`config.mk`:
```
export PLATFORM = sky130hd
export DESIGN_NAME = csv_record_field_splitter_top
export DESIGN_NICKNAME = d
export VERILOG_FILES = /design/src/rtl/csvs_pkg.sv /design/src/rtl/csvs_front.sv /design/src/rtl/csvs_queue.sv /design/src/rtl/csvs_back.sv /design/src/rtl/csv_record_field_splitter_top.sv
export SDC_FILE = /design/constraint.sdc
export NUM_CORES = 1
export LEC_CHECK = 0
export BUFFER_PORTS_ARGS = -buffer_cell sky130_fd_sc_hd__buf_4
export CAP_MARGIN = 30
export CORE_MARGIN = 3
export CORE_UTILIZATION = 54
export CTS_BUF_LIST = sky130_fd_sc_hd__clkbuf_16
export DETAILED_ROUTE_END_ITERATION = 6
export PLACE_DENSITY = 0.77
export SYNTH_ARGS = -nofsm -noshare
export SYNTH_HDL_FRONTEND = slang
export SYNTH_SLANG_ARGS = --single-unit
```
`constraint.sdc`:
```
create_clock -name clk -period 2.98 [get_ports clk]
set_input_delay 0.298 -clock clk [delete_from_list [all_inputs] [get_ports clk]]
set_output_delay 0.298 -clock clk [all_outputs]
set_load 0.01 [all_outputs]
```
`src/rtl/csvs_pkg.sv`:
```
// ----------------------------------------------------------------------------
// csvs_pkg
// Shared types and constants for the CSV record and field splitter.
// ----------------------------------------------------------------------------
package csvs_pkg;

    localparam logic [7:0] CH_QUOTE  = 8'h22;
    localparam logic [7:0] CH_BSLASH = 8'h5C;
    localparam logic [7:0] CH_CR     = 8'h0D;
    localparam logic [7:0] CH_LF     = 8'h0A;

    localparam logic [7:0] DELIM_RESET = 8'd44;

    localparam logic KIND_BYTE = 1'b0;
    localparam logic KIND_END  = 1'b1;

    localparam int QUEUE_DEPTH = 4;

    // one result beat
    typedef struct packed {
        logic [7:0] data_byte;
        logic       data_valid;
        logic       field_end;
        logic       record_end;
        logic       end_of_data;
    } res_t;

    // results caused by one input byte: one or two
    typedef struct packed {
        logic two;
        res_t r0;
        res_t r1;
    } entry_t;

    typedef struct packed {
        logic stopped;
        logic push;
    } front_status_t;

endpackage

```
`src/rtl/csvs_front.sv`:
```
// ----------------------------------------------------------------------------
// csvs_front
// Accepts input beats, runs the record and field trackers and packs the
// results of each byte into one queue entry.
// ----------------------------------------------------------------------------
module csvs_front
    import csvs_pkg::*;
(
    input  logic          clk,
    input  logic          rst_n,
    input  logic          accept,
    input  logic          kind,
    input  logic [7:0]    byte_in,
    input  logic          cfg_we,
    input  logic [7:0]    cfg_wdata,
    output logic          q_push,
    output entry_t        q_data,
    output front_status_t status
);

    logic       rec_quoted_reg, rec_quoted_next;
    logic       rec_escape_reg, rec_escape_next;
    logic       fld_quoted_reg, fld_quoted_next;
    logic       fld_escape_reg, fld_escape_next;
    logic       pending_cr_reg, pending_cr_next;
    logic       last_cr_reg, last_cr_next;
    logic       stopped_reg, stopped_next;
    logic [1:0] count_reg, count_next;
    logic [7:0] delim_reg;

    logic   ends;
    logic   fld_emit;
    res_t   fld_res;
    res_t   cr_res;
    logic   n_any;
    entry_t ent;

    always_comb
    begin
        cr_res            = '0;
        cr_res.data_byte  = CH_CR;
        cr_res.data_valid = 1'b1;
    end

    always_comb
    begin
        rec_quoted_next = rec_quoted_reg;
        rec_escape_next = rec_escape_reg;
        fld_quoted_next = fld_quoted_reg;
        fld_escape_next = fld_escape_reg;
        pending_cr_next = pending_cr_reg;
        last_cr_next    = last_cr_reg;
        stopped_next    = stopped_reg;
        count_next      = count_reg;
        ends            = 1'b0;
        fld_emit        = 1'b0;
        fld_res         = '0;
        n_any           = 1'b0;
        ent             = '0;

        if (stopped_reg)
        begin
            n_any = 1'b0;
        end
        else if (kind == KIND_END)
        begin
            n_any = 1'b1;
            if (count_reg == 2'd0)
            begin
                ent.r0.end_of_data = 1'b1;
            end
            else if (pending_cr_reg)
            begin
                ent.two            = 1'b1;
                ent.r0             = cr_res;
                ent.r1.field_end   = 1'b1;
                ent.r1.record_end  = 1'b1;
                ent.r1.end_of_data = 1'b1;
            end
            else
            begin
                ent.r0.field_end   = 1'b1;
                ent.r0.record_end  = 1'b1;
                ent.r0.end_of_data = 1'b1;
            end
            rec_quoted_next = 1'b0;
            rec_escape_next = 1'b0;
            fld_quoted_next = 1'b0;
            fld_escape_next = 1'b0;
            pending_cr_next = 1'b0;
            last_cr_next    = 1'b0;
            count_next      = 2'd0;
            stopped_next    = 1'b1;
        end
        else
        begin
            // record tracker
            if (rec_escape_reg)
                rec_escape_next = 1'b0;
            else if (!rec_quoted_reg && byte_in == CH_QUOTE)
                rec_quoted_next = 1'b1;
            else if (byte_in == CH_BSLASH)
                rec_escape_next = 1'b1;
            else if (rec_quoted_reg && byte_in == CH_QUOTE)
                rec_quoted_next = 1'b0;
            else if (!rec_quoted_reg && byte_in == CH_LF)
                ends = 1'b1;

            if (ends)
            begin
                n_any = 1'b1;
                if (count_reg == 2'd0 || (count_reg == 2'd1 && last_cr_reg))
                begin
                    ent.r0.end_of_data = 1'b1;
                    stopped_next       = 1'b1;
                end
                else
                begin
                    ent.r0.field_end  = 1'b1;
                    ent.r0.record_end = 1'b1;
                end
                // drop any open escape or held CR
                rec_quoted_next = 1'b0;
                rec_escape_next = 1'b0;
                fld_quoted_next = 1'b0;
                fld_escape_next = 1'b0;
                pending_cr_next = 1'b0;
                last_cr_next    = 1'b0;
                count_next      = 2'd0;
            end
            else
            begin
                if (count_reg != 2'd3)
                    count_next = count_reg + 2'd1;
                last_cr_next    = (byte_in == CH_CR);
                pending_cr_next = 1'b0;

                // field tracker
                if (fld_escape_reg)
                begin
                    fld_escape_next = 1'b0;
                    if (byte_in == CH_CR)
                        pending_cr_next = 1'b1;
                    else
                        fld_emit = 1'b1;
                end
                else if (byte_in == CH_CR)
                begin
                    fld_emit = 1'b0;
                end
                else if (!fld_quoted_reg && byte_in == CH_QUOTE)
                begin
                    fld_quoted_next = 1'b1;
                end
                else if (fld_quoted_reg)
                begin
                    if (byte_in == CH_BSLASH)
                        fld_escape_next = 1'b1;
                    else if (byte_in == CH_QUOTE)
                        fld_quoted_next = 1'b0;
                    else
                        fld_emit = 1'b1;
                end
                else if (delim_reg != 8'd0 && byte_in == delim_reg)
                begin
                    fld_emit          = 1'b1;
                    fld_res.field_end = 1'b1;
                end
                else
                begin
                    fld_emit = 1'b1;
                end

                if (fld_emit && !fld_res.field_end)
                begin
                    fld_res.data_byte  = byte_in;
                    fld_res.data_valid = 1'b1;
                end

                // a held CR goes out ahead of this byte's result
                if (pending_cr_reg)
                begin
                    n_any   = 1'b1;
                    ent.r0  = cr_res;
                    ent.two = fld_emit;
                    ent.r1  = fld_emit ? fld_res : '0;
                end
                else
                begin
                    n_any  = fld_emit;
                    ent.r0 = fld_res;
                end
            end
        end
    end

    always_ff @(posedge clk or negedge rst_n)
    begin
        if (!rst_n)
        begin
            rec_quoted_reg <= 1'b0;
            rec_escape_reg <= 1'b0;
            fld_quoted_reg <= 1'b0;
            fld_escape_reg <= 1'b0;
            pending_cr_reg <= 1'b0;
            last_cr_reg    <= 1'b0;
            stopped_reg    <= 1'b0;
            count_reg      <= 2'd0;
        end
        else if (accept)
        begin
            rec_quoted_reg <= rec_quoted_next;
            rec_escape_reg <= rec_escape_next;
            fld_quoted_reg <= fld_quoted_next;
            fld_escape_reg <= fld_escape_next;
            pending_cr_reg <= pending_cr_next;
            last_cr_reg    <= last_cr_next;
            stopped_reg    <= stopped_next;
            count_reg      <= count_next;
        end
    end

    always_ff @(posedge clk or negedge rst_n)
    begin
        if (!rst_n)
            delim_reg <= DELIM_RESET;
        else if (cfg_we)
            delim_reg <= cfg_wdata;
    end

    assign q_push         = accept && n_any;
    assign q_data         = ent;
    assign status.stopped = stopped_reg;
    assign status.push    = q_push;

endmodule

```
`src/rtl/csvs_queue.sv`:
```
// ----------------------------------------------------------------------------
// csvs_queue
// Short register queue of result entries between front and back.
// ----------------------------------------------------------------------------
module csvs_queue
    import csvs_pkg::*;
#(
    parameter int DEPTH = QUEUE_DEPTH
)
(
    input  logic   clk,
    input  logic   rst_n,
    input  logic   wr_en,
    input  entry_t wr_data,
    input  logic   rd_en,
    output entry_t rd_data,
    output logic   not_empty,
    output logic   full
);

    localparam int PW = $clog2(DEPTH);
    localparam int CW = $clog2(DEPTH + 1);
    localparam logic [PW-1:0] LAST = PW'(DEPTH - 1);
    localparam logic [CW-1:0] FULL_CNT = CW'(DEPTH);

    entry_t          mem_reg [DEPTH];
    logic [PW-1:0]   wr_ptr_reg;
    logic [PW-1:0]   rd_ptr_reg;
    logic [CW-1:0]   count_reg;

    always_ff @(posedge clk)
    begin
        if (wr_en)
            mem_reg[wr_ptr_reg] <= wr_data;
    end

    always_ff @(posedge clk or negedge rst_n)
    begin
        if (!rst_n)
        begin
            wr_ptr_reg <= '0;
            rd_ptr_reg <= '0;
            count_reg  <= '0;
        end
        else
        begin
            if (wr_en)
                wr_ptr_reg <= (wr_ptr_reg == LAST) ? '0 : wr_ptr_reg + 1'b1;
            if (rd_en)
                rd_ptr_reg <= (rd_ptr_reg == LAST) ? '0 : rd_ptr_reg + 1'b1;
            if (wr_en && !rd_en)
                count_reg <= count_reg + 1'b1;
            else if (rd_en && !wr_en)
                count_reg <= count_reg - 1'b1;
        end
    end

    assign rd_data   = mem_reg[rd_ptr_reg];
    assign not_empty = (count_reg != '0);
    assign full      = (count_reg == FULL_CNT);

endmodule

```
`src/rtl/csvs_back.sv`:
```
// ----------------------------------------------------------------------------
// csvs_back
// Holds one entry and hands out its one or two result beats in order.
// ----------------------------------------------------------------------------
module csvs_back
    import csvs_pkg::*;
(
    input  logic   clk,
    input  logic   rst_n,
    input  logic   q_valid,
    input  entry_t q_data,
    output logic   q_pop,
    input  logic   pop,
    output logic   empty,
    output res_t   res
);

    logic   hold_reg;
    logic   second_reg;
    entry_t ent_reg;
    logic   last;
    logic   take;
    logic   load;

    assign last  = !ent_reg.two || second_reg;
    assign take  = pop && hold_reg;
    assign load  = q_valid && (!hold_reg || (take && last));
    assign q_pop = load;

    always_ff @(posedge clk or negedge rst_n)
    begin
        if (!rst_n)
        begin
            hold_reg   <= 1'b0;
            second_reg <= 1'b0;
        end
        else if (load)
        begin
            hold_reg   <= 1'b1;
            second_reg <= 1'b0;
        end
        else if (take && !last)
        begin
            second_reg <= 1'b1;
        end
        else if (take)
        begin
            hold_reg <= 1'b0;
        end
    end

    always_ff @(posedge clk)
    begin
        if (load)
            ent_reg <= q_data;
    end

    assign empty = !hold_reg;
    assign res   = second_reg ? ent_reg.r1 : ent_reg.r0;

endmodule

```
`src/rtl/csv_record_field_splitter_top.sv`:
```
// ----------------------------------------------------------------------------
// csv_record_field_splitter_top
// Streaming CSV splitter: raw bytes in, field bytes with field and record
// end marks out.
// ----------------------------------------------------------------------------
// Usage:
//   Input side is a queue write port: drive kind/byte_in with push, the beat
//   is taken when full is low. kind high marks end of input.
//   Result side is a queue read port: while empty is low the oldest result
//   is on data_byte/data_valid/field_end/record_end/end_of_data; pop takes it.
//   cfg_we/cfg_wdata write the delimiter (reset 44, zero never splits);
//   write it only while the block is idle.
//   Throughput: one input byte per cycle while full is low. A byte yields
//   zero, one or two results; the result port moves one per cycle while pop
//   is high; a two-result byte takes two pops, absorbed by the entry queue.
//   Path: a taken byte's results are written into the queue, then loaded
//   into the back-end holding register, which drives the output; the load
//   waits while the back end still holds an earlier entry.
//   When pop stays low the back end holds its entry, the queue fills and
//   full rises; nothing is lost. After end_of_data the block takes bytes
//   and drops them until reset. Reset clears trackers/queue, delimiter 44.
// ----------------------------------------------------------------------------
module csv_record_field_splitter_top
    import csvs_pkg::*;
#(
    parameter int QUEUE_DEPTH_P = QUEUE_DEPTH
)
(
    input  logic       clk,
    input  logic       rst_n,
    input  logic       push,
    output logic       full,
    input  logic       kind,
    input  logic [7:0] byte_in,
    output logic       empty,
    input  logic       pop,
    output logic [7:0] data_byte,
    output logic       data_valid,
    output logic       field_end,
    output logic       record_end,
    output logic       end_of_data,
    input  logic       cfg_we,
    input  logic [7:0] cfg_wdata
);

    logic          accept;
    logic          q_push;
    entry_t        q_wdata;
    entry_t        q_rdata;
    logic          q_valid;
    logic          q_pop;
    logic          q_full;
    front_status_t fst;
    res_t          res;

    assign full   = q_full;
    assign accept = push && !q_full;

    csvs_front u_front (
        .clk       (clk),
        .rst_n     (rst_n),
        .accept    (accept),
        .kind      (kind),
        .byte_in   (byte_in),
        .cfg_we    (cfg_we),
        .cfg_wdata (cfg_wdata),
        .q_push    (q_push),
        .q_data    (q_wdata),
        .status    (fst)
    );

    csvs_queue #(
        .DEPTH (QUEUE_DEPTH_P)
    ) u_queue (
        .clk       (clk),
        .rst_n     (rst_n),
        .wr_en     (q_push),
        .wr_data   (q_wdata),
        .rd_en     (q_pop),
        .rd_data   (q_rdata),
        .not_empty (q_valid),
        .full      (q_full)
    );

    csvs_back u_back (
        .clk     (clk),
        .rst_n   (rst_n),
        .q_valid (q_valid),
        .q_data  (q_rdata),
        .q_pop   (q_pop),
        .pop     (pop),
        .empty   (empty),
        .res     (res)
    );

    assign data_byte   = res.data_byte;
    assign data_valid  = res.data_valid;
    assign field_end   = res.field_end;
    assign record_end  = res.record_end;
    assign end_of_data = res.end_of_data;

`ifndef SYNTHESIS
    a_record_closes_field: assert property (@(posedge clk) disable iff (!rst_n)
        (!empty && record_end) |-> field_end)
        else $error("record end without field end");

    a_mark_has_no_byte: assert property (@(posedge clk) disable iff (!rst_n)
        (!empty && !data_valid) |-> (data_byte == 8'd0))
        else $error("nonzero byte on a mark beat");

    a_silent_after_stop: assert property (@(posedge clk) disable iff (!rst_n)
        $past(fst.stopped) |-> !fst.push)
        else $error("front pushed after end of data");
`endif

endmodule

```
; ---- Yosys cells after proc, flatten, opt, wreduce, memory -nomap -nowiden
; Memories as Yosys holds them, arrays and structs flattened. A register that Yosys moved wholly into a read port is not among the register bits.
; Index checks and enable logic that the tools add are counted.
[op_classes]
muxes = 97
addsub = 5
reduce_logical = 40
eq_ne = 15
n_bitwise = 1
[op_table]
columns = cell, count
row1 = $mux W1, 72
row2 = $mux W12, 6
row3 = $mux W25, 1
row4 = $mux W3, 7
row5 = $mux W10, 2
row6 = $mux W9, 2
row7 = $eq A8 B4 Y1 const B, 2
row8 = $logic_and A1 B1 Y1, 15
row9 = $mux W13, 1
row10 = $mux W2, 6
row11 = $logic_not A1 Y1, 9
row12 = $eq A8 B6 Y1 const B, 1
row13 = $eq A8 B7 Y1 const B, 1
row14 = $eq A8 B8 Y1, 1
row15 = $reduce_bool A8 Y1, 1
row16 = $add A2 B1 Y2 const B, 3
row17 = $ne A3 B3 Y1 const B, 2
row18 = $reduce_bool A2 Y1, 3
row19 = $reduce_bool A3 Y1, 2
row20 = $reduce_and A5 Y1, 1
row21 = $eq A2 B2 Y1 const B, 2
row22 = $ne A2 B2 Y1 const B, 2
row23 = $ne A4 B3 Y1 const B, 1
row24 = $reduce_and A2 Y1, 2
row25 = other kinds (11), 13
[word_totals]
ff_bits = 26
wordCells = 173
memories = 1
ram_bits = 100
input_bits = 22
output_inout_bits = 14
[memory_table]
columns = memory, words, word_bits, read_ports, rd_clocked_by_memory_dff, write_ports, line_no
row1 = u_queue.mem_reg, 4, 25, 1, 1, 1, csvs_queue.sv:26  ; entry_t mem_reg [DEPTH];

; ---- Longest topological paths before layout
[logic_depth]
word_depth = 21
ltp_mapped = 11
mapped_depth_nobuf = 10

; ---- Cells and area by module
; Synthesis repeated with hierarchy kept, for this count alone.
[hier_totals]
hier_cells = 354
area_unflattened_um2 = 6402.4
[modules_own_cells]
columns = module, area_each_um2, n_inst, cells_each
row1 = csvs_queue, 4071.4, 1, 168
row2 = csvs_front, 1323.8, 1, 137
row3 = csvs_back, 993.5, 1, 48
row4 = csv_record_field_splitter_top, 13.8, 1, 1

; ---- Worst setup path after synthesis
; Ideal clock, no wire load.
[synth_timing]
path_kind = register to register
startpoint = register u_back.second_reg
endpoint = register u_queue.count_reg[1]
slack_ns = -0.287
path_stages_with_launch = 10
t_arrival_ns = 3.142
required_time_ns = 2.855
path_cell_list = dfrtp_1 > clkbuf_1 > nand2b_1 > nand2_1 > a21oi_1 > inv_1 > ha_1 > inv_1 > fa_1 > mux2_2
[synth_via]
elab_chain_cells = 7
word_cells_on_any_way = 9
classes_between = mux: 1 / reduce/logical: 8
[synth_lines]
columns = element, line_no
row1 = start: declaration, csvs_back.sv:19  ; logic second_reg;
row2 = start signal: assignment, csvs_back.sv:35  ; second_reg <= 1'b0;
row3 = start signal: assignment, csvs_back.sv:40  ; second_reg <= 1'b0;
row4 = start signal: assignment, csvs_back.sv:44  ; second_reg <= 1'b1;
row5 = $logic_or A1 B1 Y1 (*), csvs_back.sv:25  ; assign last = !ent_reg.two || second_reg;
row6 = $logic_and A1 B1 Y1 (*), csvs_back.sv:27  ; assign load = q_valid && (!hold_reg || (take && last));
row7 = $logic_or A1 B1 Y1 (*), csvs_back.sv:27
row8 = $logic_and A1 B1 Y1 (*), csvs_back.sv:27
row9 = net q_pop, csv_record_field_splitter_top.sv:51  ; logic q_pop;
row10 = $logic_not A1 Y1, csvs_queue.sv:51  ; if (wr_en && !rd_en)
row11 = $logic_and A1 B1 Y1, csvs_queue.sv:51
row12 = $mux W3 or $reduce_bool A2 Y1 (tied branches), n/a
row13 = end signal: assignment, csvs_queue.sv:52  ; count_reg <= count_reg + 1'b1;
row14 = end signal: assignment, csvs_queue.sv:54  ; count_reg <= count_reg - 1'b1;
row15 = end: declaration, csvs_queue.sv:29  ; logic [CW-1:0] count_reg;
; The timed path passes the listed nets; every way through them passes the cells marked *.
; A chain may end at the register's enable or synchronous reset.

; ---- Final worst setup path
[layout_timing]
startpoint = register u_front.rec_quoted_reg
endpoint = register u_queue.count_reg[2]
[layout_via]
elab_chain_cells = 16
word_cells_on_any_way = 20
classes_between = mux: 11 / reduce/logical: 9
[layout_lines]
columns = element, line_no
row1 = start: declaration, csvs_front.sv:21  ; logic rec_quoted_reg, rec_quoted_next;
row2 = start signal: assignment, csvs_front.sv:212  ; rec_quoted_reg <= rec_quoted_next;
row3 = $logic_not A1 Y1, "csvs_front.sv:100, csvs_front.sv:106"
row4 = $logic_and A1 B1 Y1, csvs_front.sv:106  ; else if (!rec_quoted_reg && byte_in == CH_LF)
row5 = $mux W1, csvs_front.sv:106
row6 = $mux W1, csvs_front.sv:104  ; else if (rec_quoted_reg && byte_in == CH_QUOTE)
row7 = $mux W1, csvs_front.sv:102  ; else if (byte_in == CH_BSLASH)
row8 = $mux W1 (*), csvs_front.sv:100  ; else if (!rec_quoted_reg && byte_in == CH_QUOTE)
row9 = $mux W1 (*), csvs_front.sv:98  ; if (rec_escape_reg)
row10 = $mux W1 (*), csvs_front.sv:65  ; else if (kind == KIND_END)
row11 = $mux W1 (*), csvs_front.sv:61  ; if (stopped_reg)
row12 = $mux W1 (*), csvs_front.sv:109  ; if (ends)
row13 = $mux W1 (*), csvs_front.sv:65
row14 = $mux W1 (*), csvs_front.sv:61
row15 = $logic_and A1 B1 Y1 (*), csvs_front.sv:231  ; assign q_push = accept && n_any;
row16 = net q_push, csv_record_field_splitter_top.sv:47  ; logic q_push;
row17 = $logic_not A1 Y1, csvs_queue.sv:53  ; else if (rd_en && !wr_en)
row18 = $logic_and A1 B1 Y1, csvs_queue.sv:53
row19 = $reduce_bool A2 Y1 (no line), n/a
; The timed path passes the listed nets; every way through them passes the cells marked *. The select of a mux whose other input is x is not followed.

==> out/metrics.sh <==
FIRST_PASS_GRT_WIRE_LENGTH_MM=17.7
FINAL-HOLD-VIOLATION-COUNT=0
YOSYS_WARNINGS=0
MAXCAPVIOLATIONS=0
SYNTH_TOP_AREA_CELL='sky130_fd_sc_hd__edfxtp_1'
CLOCK-SINKS=146
SWITCHING_SHARE_PCT=25.4
FINISH.NET_COUNT=435
YOSYS_MOST_USED_DFF='sky130_fd_sc_hd__edfxtp_1'
GP_CONGESTION=0.860
TOTALWIRELENGTH_MM=10.9
SYNTH_SEQ_AREA_SHARE_PCT=69.3
ACHIEVABLE-FREQUENCY_MHz=388
POST_SYNTH.CELL_AREA_AVG_UM2=17.4
N_FILL_CELL=741
MIN_TO='u_front.delim_reg[4]$_DFFE_PN0P_'
DETAILED_PLACE_HPWL_MM=6.94
SYNTH_LARGEST_TYPE_AREA_FRACTION_PCT=58.6
NUMBER_OF_DIODES_ADDED_FOR_ANTENNA_FIXING=0
FIRST_GLOBAL_VIAS=3338
CLKPWRFRAC_PCT=38.7
SYNTHCELLS=353
TIGHTEST_SLEW_PS=572
INTPOWER_uW=3970
SYNTH.DISTINCT_CELLS=52
CORE_AREA_UM2=11000
WORSTREG2REGSTART='u_front.rec_quoted_reg$_DFFE_PN0P_'
CTS.REPORTEDPATHS.CLKPINSLEW_PS=60
FIN_HOLD_WS_PS=111
POST_SYNTHESIS_TO_FINAL_LAYOUT_AREA_GROWTH_PCT=17.1
GR-USAGE-ALL-LAYERS_PCT=18.6
HP-START='cfg_wdata[4]'
MAX-CLOCK-PATH-BUFFERS=2
WORST_SETUP_END_KIND='flip-flop'
WORST-R2R-SETUP-SLACK_PS=410
NETSWITCHINGPOWER_uW=1350
CTS_TREE='yes'
FINAL_PERIOD_UTILIZATION_PCT=86.4
GRT_MAX_DEGREE=27
PERIOD_NEEDED_PS=2570
CP_DATA_REQUIRED_TIME_PS=3320
DETAILROUTE.VIA_COUNT=3210
SETUP_VIOL=0
POSTSYNTHREGISTERBITS=146
SYNTHTOPCELLSBYAREA='sky130_fd_sc_hd__edfxtp_1 (59%), sky130_fd_sc_hd__dfrtp_1 (9.4%), sky130_fd_sc_hd__mux4_2 (8.8%)'
NUMCTSBUFFERS=17
CTSHTREEMAXLEVEL=4
IOS=36
DIE_Y_UM=113
FINALSETUPTNS_PS=0
RUN_STATUS='complete, no violations'
INITIAL_ANTENNA_VIOLATION_COUNT=0
GRT_REMAINING_OVERFLOW=0
CELL_CHOSEN_FOR_THE_CLOCK_ROOT='sky130_fd_sc_hd__clkbuf_16'
WORST_SLEW_MARGIN_REL_PCT=61.9
SYNTH_AREA_UM2=6150
P_LEAK_uW=0.00238
LARGEST_REGISTER_FFS=96
CLOCK_LATENCY_PS=420
TIMING.CRITICAL_PATH.FROM_TYPE='flip-flop'
DRT_VIA_DENSITY=5.77
PORTBUFFERS=35
WORSTSETUPPATHTYPE='flip-flop to flip-flop'
SHARE_COMB_OF_TOTAL_POWER_PCT=16.1
WL_PER_CELL_UM=19.5
POSTCTSSETUPREPAIRBUFS=0
DRTANTENNAVIOLNETS=0
DPL.CELL_COUNT=523
SYNTH_EDF_COUNT=120
LAYOUTNONFILLERINSTCOUNT=556
DRT_ITER0_DRC=205
FLOORPLAN.INITIALDENSITY_PCT=56.0
FINAL_LAYOUT_SIZE_SUFFIX_GT1_SHARE_PCT=33.4
MAPPEDNETLISTNETS=385
DIEAREA_UM2=12700
NUMBER_OF_PINS_WITH_NEGATIVE_MAX_SLEW_SLACK_IN_THE_FINAL_REPORT=0
TOTAL_DRC_ERRORS_IN_THE_ROUTED_LAYOUT=0
VDD_IR_DROP_MAX_mV=0.429
FP-ROW-COUNT=38
RSZ0062_AT_GRT='false'
MIN_PATH_TYPE='input pin to flip-flop'
CTS_RESIZED=0
DIE_X_UM=113
PWR_DENSITY_CELL_nW_PER_UM2=739
ASYNC_FLOP_SHARE_PCT=17.8
WORST-R2R-CELL-COUNT=9
COUNT_OF_TRITONROUTE_ITERATIONS_IN_THE_FIRST_ROUTING_PASS=5
CRITPATHMAXFANOUT=7
SEQPWRFRAC_PCT=45.2
CLOCK-SKEW-FINAL_PS=8.81
MIN_PATH_CELLS=2
TIMING.CRITICAL_PATH.ARRIVAL_PS=2910
RR_ENDPOINT='u_queue.count_reg[2]$_DFFE_PN0P_'
[how the worst max path moves through the flow]
stage / start / to / slack (ps) / cells after the start
2_1_floorplan: u_back.second_reg$_DFFE_PN0P_ / u_queue.count_reg[1]$_DFFE_PN0P_ / 310 / 9
3_5_place_dp: byte_in[2] / u_queue.count_reg[2]$_DFFE_PN0P_ / 330 / 10
5_1_grt: u_front.rec_quoted_reg$_DFFE_PN0P_ / u_queue.count_reg[2]$_DFFE_PN0P_ / 190 / 9
3_3_place_gp: byte_in[2] / u_queue.count_reg[2]$_DFFE_PN0P_ / 420 / 10
4_1_cts: u_front.rec_quoted_reg$_DFFE_PN0P_ / u_queue.count_reg[2]$_DFFE_PN0P_ / 410 / 9
6_report: u_front.rec_quoted_reg$_DFFE_PN0P_ / u_queue.count_reg[2]$_DFFE_PN0P_ / 410 / 9
[Yosys cell counts (all sizes together) (4+ instances only)]
cell type  instances
mux2              24
xor2              10
a21oi              5
edfxtp           120
and2               6
nand2             18
ha                 9
mux4              24
nor2              13
and3              15
nor4b              4
nor3               6
buf                4
clkbuf            11
dfrtp             23
inv               13
o21a               4
o21ai              7
[through the flow]
stage	cell area, um^2	util [%]	setup WS [ps]	power [uW]
floorplan	6150	-	309	3020
global placement	6600	60.1	419	3300
detailed placement	6600	60.1	325	3320
CTS	7200	65.5	406	5380
global route	7200	65.5	191	5550
finish	7200	65.5	406	5320
[layout make-up]
cell class	count	area (um^2)	area share (%)
Multi-Input combinational cell	179	1780	24.8
Inverter	13	48.8	0.678
Tap cell	140	175	2.43
Clock buffer	17	425	5.91
Timing Repair Buffer	46	348	4.83
Sequential cell	146	4260	59.2
Clock inverter	15	160	2.23
[critical path, cell delays in order, from the launching register on]
cell and delay [ps]:
sky130_fd_sc_hd__dfrtp_1 420, sky130_fd_sc_hd__nor4b_2 410, sky130_fd_sc_hd__a31oi_2 240, sky130_fd_sc_hd__a31oi_4 290, sky130_fd_sc_hd__ha_1 220, sky130_fd_sc_hd__inv_1 60
sky130_fd_sc_hd__fa_1 430, sky130_fd_sc_hd__xor2_1 160, sky130_fd_sc_hd__nor2_1 110, sky130_fd_sc_hd__xor2_1 150
[layout by cell type (no fill, tap or decap), types with 4 or more instances in the layout]
| master | Yosys | routed |
|---|---|---|
| sky130_fd_sc_hd__and2_1 | 6 | 6 |
| sky130_fd_sc_hd__and3_1 | 15 | 15 |
| sky130_fd_sc_hd__buf_4 | 1 | 45 |
| sky130_fd_sc_hd__clkbuf_16 | 0 | 17 |
| sky130_fd_sc_hd__clkinv_4 | 0 | 4 |
| sky130_fd_sc_hd__clkinvlp_4 | 0 | 4 |
| sky130_fd_sc_hd__dfrtp_1 | 23 | 23 |
| sky130_fd_sc_hd__edfxtp_1 | 120 | 120 |
| sky130_fd_sc_hd__ha_1 | 9 | 9 |
| sky130_fd_sc_hd__inv_1 | 13 | 14 |
| sky130_fd_sc_hd__mux2_2 | 22 | 22 |
| sky130_fd_sc_hd__mux4_2 | 24 | 24 |
| sky130_fd_sc_hd__nand2_1 | 17 | 17 |
| sky130_fd_sc_hd__nor2_1 | 12 | 12 |
| sky130_fd_sc_hd__nor3_1 | 5 | 5 |
| sky130_fd_sc_hd__o21a_1 | 4 | 4 |
| sky130_fd_sc_hd__o21ai_0 | 4 | 4 |
| sky130_fd_sc_hd__xor2_1 | 10 | 10 |
[logic make-up after synthesis]
kind of cell / Yosys count / synth area share [%]
buffers and inverters: 28 / 1.83
muxes: 48 / 13.2
adders and majority gates: 10 / 2.16
DFF: 146 / 69.3
AOI/OAI and AO/OA: 32 / 4.27
and+or+nand+nor: 78 / 7.73
xor gates and xnor gates: 11 / 1.57
[metal layers]
layer  vias up  routed length [um]  track usage, %
met5         -                   0               0
met4         0                 125            6.09
met3         9                 602            5.99
met2        85                5620            31.3
met1      1639                4510            23.1
li1       1477                   -               -
[repair_timing]
item,in CTS,in global routing
hold endpoints to repair,23,0
hold buffers,1,0
setup endpoints to repair,0,0
[power groups by stage]
stage          registers, uW  logic [uW]  clock network (uW)
2_1_floorplan           2400         623                   0
6_report                2410         855                2060
3_3_place_gp            2450         852                   0
4_1_cts                 2410         879                2090
5_1_grt                 2420         947                2180
3_5_place_dp            2450         870                   0
Note: power is estimated with default switching activity, not from simulation.
